$ cat src/hdl/mf3_pkg.sv
// ----------------------------------------------------------------------------
// mf3_pkg
// Shared constants and types for the 3x3 median grid filter.
// ----------------------------------------------------------------------------
package mf3_pkg;

    localparam int MF3_MAX_WIDTH    = 1024;
    localparam int MF3_SAMPLE_BITS  = 32;

    localparam int GRID_WIDTH_BITS  = 11;
    localparam int GRID_HEIGHT_BITS = 13;
    localparam int CFG_DATA_BITS    = 13;
    localparam int CFG_INDEX_BITS   = 2;
    localparam int ROW_BITS         = 12;
    localparam int COL_OUT_BITS     = 10;
    localparam int HEIGHT_LIMIT     = 4096;
    localparam int RESET_GRID_DIM   = 3;

    // median pipe: column sort (3) + window reduce (6)
    localparam int MED_LATENCY      = 9;
    localparam int FIFO_DEPTH       = 16;

    localparam logic [CFG_INDEX_BITS-1:0] CFG_GRID_WIDTH  = CFG_INDEX_BITS'(0);
    localparam logic [CFG_INDEX_BITS-1:0] CFG_GRID_HEIGHT = CFG_INDEX_BITS'(1);

    // per-sample bookkeeping carried alongside the median pipe
    typedef struct packed {
        logic [ROW_BITS-1:0]     row;
        logic [COL_OUT_BITS-1:0] col;
        logic                    med;     // a window completes on this sample
        logic                    border;  // sample is a border cell
    } mf3_meta_t;

endpackage

$ cat src/hdl/mf3_median.sv
// ----------------------------------------------------------------------------
// mf3_median
// Pipelined 3x3 median: sorts each incoming column, keeps the last three
// sorted columns, and reduces them one compare level per stage.
// ----------------------------------------------------------------------------
module mf3_median #(
    parameter int SAMPLE_BITS = mf3_pkg::MF3_SAMPLE_BITS
) (
    input  logic                          aclk,
    input  logic                          aresetn,
    input  logic                          col_valid,
    input  logic signed [SAMPLE_BITS-1:0] col_top,
    input  logic signed [SAMPLE_BITS-1:0] col_mid,
    input  logic signed [SAMPLE_BITS-1:0] col_bot,
    output logic                          med_valid,
    output logic signed [SAMPLE_BITS-1:0] med_value
);

    typedef logic signed [SAMPLE_BITS-1:0] smp_t;

    function automatic smp_t smin(input smp_t a, input smp_t b);
        return (a < b) ? a : b;
    endfunction

    function automatic smp_t smax(input smp_t a, input smp_t b);
        return (a < b) ? b : a;
    endfunction

    logic [8:0] vld_reg;

    // column sort
    smp_t s1_lo_reg, s1_hi_reg, s1_c_reg;
    smp_t s2_lo_reg, s2_mid_reg, s2_hi_reg;

    // sorted window columns, index 0 is the oldest
    smp_t win_lo_reg [3];
    smp_t win_me_reg [3];
    smp_t win_hi_reg [3];

    // window reduction
    smp_t s4_m1_reg, s4_l2_reg, s4_n1_reg, s4_h2_reg, s4_p_reg, s4_q_reg, s4_e2_reg;
    smp_t s5_maxlo_reg, s5_minhi_reg, s5_t_reg, s5_p_reg;
    smp_t s6_a_reg, s6_b_reg, s6_c_reg;
    smp_t s7_lo_reg, s7_hi_reg, s7_c_reg;
    smp_t s8_lo_reg, s8_t_reg;
    smp_t s9_med_reg;

    always_ff @(posedge aclk) begin
        if (!aresetn) begin
            vld_reg <= '0;
        end else begin
            vld_reg <= {vld_reg[7:0], col_valid};
        end
    end

    always_ff @(posedge aclk) begin
        if (!aresetn) begin
            for (int i = 0; i < 3; i++) begin
                win_lo_reg[i] <= '0;
                win_me_reg[i] <= '0;
                win_hi_reg[i] <= '0;
            end
        end else if (vld_reg[1]) begin
            win_lo_reg[0] <= win_lo_reg[1];
            win_me_reg[0] <= win_me_reg[1];
            win_hi_reg[0] <= win_hi_reg[1];
            win_lo_reg[1] <= win_lo_reg[2];
            win_me_reg[1] <= win_me_reg[2];
            win_hi_reg[1] <= win_hi_reg[2];
            win_lo_reg[2] <= smin(s2_lo_reg, s2_mid_reg);
            win_me_reg[2] <= smax(s2_lo_reg, s2_mid_reg);
            win_hi_reg[2] <= s2_hi_reg;
        end
    end

    always_ff @(posedge aclk) begin
        s1_lo_reg    <= smin(col_top, col_mid);
        s1_hi_reg    <= smax(col_top, col_mid);
        s1_c_reg     <= col_bot;

        s2_lo_reg    <= s1_lo_reg;
        s2_mid_reg   <= smin(s1_hi_reg, s1_c_reg);
        s2_hi_reg    <= smax(s1_hi_reg, s1_c_reg);

        // max of lows, min of highs, median of mids
        s4_m1_reg    <= smax(win_lo_reg[0], win_lo_reg[1]);
        s4_l2_reg    <= win_lo_reg[2];
        s4_n1_reg    <= smin(win_hi_reg[0], win_hi_reg[1]);
        s4_h2_reg    <= win_hi_reg[2];
        s4_p_reg     <= smin(win_me_reg[0], win_me_reg[1]);
        s4_q_reg     <= smax(win_me_reg[0], win_me_reg[1]);
        s4_e2_reg    <= win_me_reg[2];

        s5_maxlo_reg <= smax(s4_m1_reg, s4_l2_reg);
        s5_minhi_reg <= smin(s4_n1_reg, s4_h2_reg);
        s5_t_reg     <= smin(s4_q_reg, s4_e2_reg);
        s5_p_reg     <= s4_p_reg;

        s6_a_reg     <= s5_maxlo_reg;
        s6_b_reg     <= smax(s5_p_reg, s5_t_reg);
        s6_c_reg     <= s5_minhi_reg;

        // median of the three partial results
        s7_lo_reg    <= smin(s6_a_reg, s6_b_reg);
        s7_hi_reg    <= smax(s6_a_reg, s6_b_reg);
        s7_c_reg     <= s6_c_reg;

        s8_lo_reg    <= s7_lo_reg;
        s8_t_reg     <= smin(s7_hi_reg, s7_c_reg);

        s9_med_reg   <= smax(s8_lo_reg, s8_t_reg);
    end

    assign med_valid = vld_reg[8];
    assign med_value = s9_med_reg;

endmodule

$ cat config.mk
export PLATFORM = sky130hd
export DESIGN_NAME = mf3_median
export DESIGN_NICKNAME = d
export VERILOG_FILES = /design/src/hdl/mf3_pkg.sv /design/src/hdl/mf3_median.sv
export SDC_FILE = /design/constraint.sdc
export NUM_CORES = 2
export LEC_CHECK = 0
export ABC_AREA = 1
export BUFFER_PORTS_ARGS = -buffer_cell sky130_fd_sc_hd__buf_2
export CORE_MARGIN = 5
export CORE_UTILIZATION = 45
export CTS_BUF_LIST = sky130_fd_sc_hd__clkbuf_4 sky130_fd_sc_hd__clkbuf_8 sky130_fd_sc_hd__clkbuf_16
export DETAILED_ROUTE_END_ITERATION = 8
export GPL_TIMING_DRIVEN = 0
export HOLD_SLACK_MARGIN = 0.03
export PLACE_DENSITY = 0.71
export SYNTH_ARGS = -nofsm -noshare
export SYNTH_HDL_FRONTEND = slang
export SYNTH_SLANG_ARGS = --single-unit
export TNS_END_PERCENT = 10
$ cat constraint.sdc
create_clock -name aclk -period 9.95 [get_ports aclk]
set_clock_uncertainty 0.05 [all_clocks]
set_input_delay 0.995 -clock aclk [delete_from_list [all_inputs] [get_ports aclk]]
set_output_delay 0.995 -clock aclk [all_outputs]
set_load 0.1 [all_outputs]
==> summary.txt <==
Max Slew Vio Count: 0
Status: finished clean
Routability cong.: 0.917
Yosys reg bits: 1129
Int Pwr: 0.00970 W
H-tree Lvls: 3
Register area share after synthesis: 0.546
Pre-antenna DRT Iters: 7
Die area: 110000 um^2
Initial antenna violation count: 3
Initial core utilization: 0.452
Worst slew pin tran: 0.907 ns
Clk sink count: 1129
Core ar.: 103000 um^2
Initial drt markers: 2898
Mapped Area: 46700 um^2
Die Y-Extent: 332 um
CTS buffer count: 109
Post_cts resized: 0
Clock transition at path regs: 0.06 ns
Worst Reg-to-Reg Cells: 14
WS Path Type: input pin to register
Post-place setup slack: 6.19 ns
Area delta synth->final: 13.5%
Worst Path Max Fanout: 70
Ratio of cells with drive above 1 in the final layout: 0.0880
Synth Net Count: 5732
Switching Share: 0.368
Tcrit/Tclk final: 0.302
Minimum clock period: 3.00 ns
Drt wl/cell: 16.4 um
Unrepaired setup endpoints after global routing: false
Sequential share of power: 0.411
First-pass GRT wire length: 180 mm
Clock Tree Buf Depth: 3
Post-DRT Antenna Nets: 0
Post-DR vias/cell: 5.08
Reg2Reg Setup Slack: 6.99 ns
Largest net degree at the start of global routing: 71
Port buffer count: 130
WHS Endpoint: s6_a_reg[25]
Final nets: 5977
CTS tree: yes
Clock latency on the worst-skew pair: 0.68 ns
Power Total: 0.0154 W
Synth Warn #: 0
Peak VDD IR: 0.209 mV
Crit. End Element: register
Critical hold path startpoint: s5_maxlo_reg[25]
Min-Delay Path Depth: 0
Vias: 35300
Max-cap viol count: 0
Most common library cell in the layout ignoring fill and taps: nand3_1
Class of the worst hold path: register to register
Clk root buf: clkbuf_16
Hold buffer count at cts: 0
Final worst setup slack: 6.95 ns
Synth Area per Inst: 8.92 um^2
DRC viols: 0
Final setup viols: 0
Post-CTS setup repair buffer count: 0
Critical path data arrival time: 3.32 ns
Row count: 118
Max Freq: 333 MHz
GRT overflow: 0
Commonest cells after routing, fill and taps aside: 1106 x nand3_1, 878 x nand2_1, 841 x dfxtp_1
Required time worst endpoint: 10.26 ns
Yosys cell types: 25
Vias in the first global route: 33695
Die Wd: 332 um
Slew HR: 0.395
Detailed Route WL: 114 mm
Sw power: 0.00565 W
Combinational group share of total power: 0.312
Reg2Reg Launch Point: s2_mid_reg[5]
Gr usage total: 0.202
Clock share of power: 0.277
Filler cells: 9248
Fin. Hold Viols: 0
Syn Inst Count: 5230
PD cells: 290 nW/um^2
I/O pins: 132
Detail Placement HPWL: 89.4 mm
Pleak: 25.3 nW
Worst setup SP type: input pin
Reg2reg end: win_me_reg[0][72]
[critical path: stages]
cell	delay, ns
clkbuf_1	0.21
nand2_4	0.72
buf_16	0.39
buf_16	0.29
buf_16	0.28
buf_16	0.29
[synth_stat cells, drive strengths merged]
cell,count,area share
nand3,1110,0.12
nand2,887,0.072
dfxtp,841,0.36
inv,653,0.053
nor2,435,0.035
ha,403,0.11
edfxtp,288,0.19
a21oi,205,0.022
buf,170,0.017
clkbuf,71,0.0057
o21ai,62,0.0066
nand4,37,0.0050
o21a,17,0.0027
o211ai,12,0.0019
nor4,10,0.0016
nand3b,8,0.0013
a211oi,7,0.0011
nor3,7,0.00075
a31oi,4,0.00054
and3,3,0.00040
[metal layers]
metal / track usage / routed length [um]
met4: 0.0831 / 4810
met1: 0.271 / 50100
met5: 0 / 0
met2: 0.328 / 51500
met3: 0.0307 / 7700
[cell type report]
type / instances / area [um^2] / area share
Sequential cell: 1129 / 25500 / 0.481
Multi-Input combinational cell: 3207 / 17700 / 0.333
Clock buffer: 147 / 3210 / 0.0606
Inverter: 653 / 2450 / 0.0463
Tap cell: 1380 / 1730 / 0.0326
Buffer: 241 / 1070 / 0.0203
Timing Repair Buffer: 134 / 761 / 0.0144
Clock inverter: 58 / 596 / 0.0112
Antenna cell: 1 / 2.50 / 0.0000472
[through the flow]
step	TNS, ns	cells	hold slack [ns]	area (um^2)	utilization
CTS	0	6949	0.257	53000	0.513
global route	0	6949	0.270	53000	0.513
finish	0	6950	0.268	53000	0.513
global placement	-340.55	6740	0.260	49000	0.475
detailed placement	0	6744	0.262	49200	0.476
floorplan	0	5230	0.260	46700	-
[kinds of logic after synthesis]
family          Yosys count  synth area share
simple gates           2497             0.235
flops                  1129             0.546
buf+inv                 894            0.0756
fa+ha+maj               403             0.108
compound gates          307            0.0350
[power groups by stage]
| stage | Combinational [W] | Clock, W | Sequential (W) |
|---|---|---|---|
| after global placement | 0.00460 | 0 | 0.00643 |
| after detailed placement | 0.00473 | 0 | 0.00641 |
| after floorplan | 0.00311 | 0 | 0.00657 |
| final | 0.00479 | 0.00425 | 0.00632 |
| after global routing | 0.00540 | 0.00455 | 0.00641 |
| after CTS | 0.00476 | 0.00434 | 0.00631 |
[how the worst max path moves through the flow]
stage | start | to | slack, ns | cells past startpoint
after floorplan | aresetn | win_hi_reg[0][0] | 1.78 | 2
after global placement | aresetn | win_hi_reg[0][5] | -1.25 | 2
after detailed placement | aresetn | win_hi_reg[0][4] | 6.19 | 6
after CTS | aresetn | win_hi_reg[0][10] | 6.94 | 6
after global routing | aresetn | win_hi_reg[0][10] | 6.77 | 6
final | aresetn | win_hi_reg[0][33] | 6.95 | 6
No activity file was read; power rests on OpenSTA's default activity.
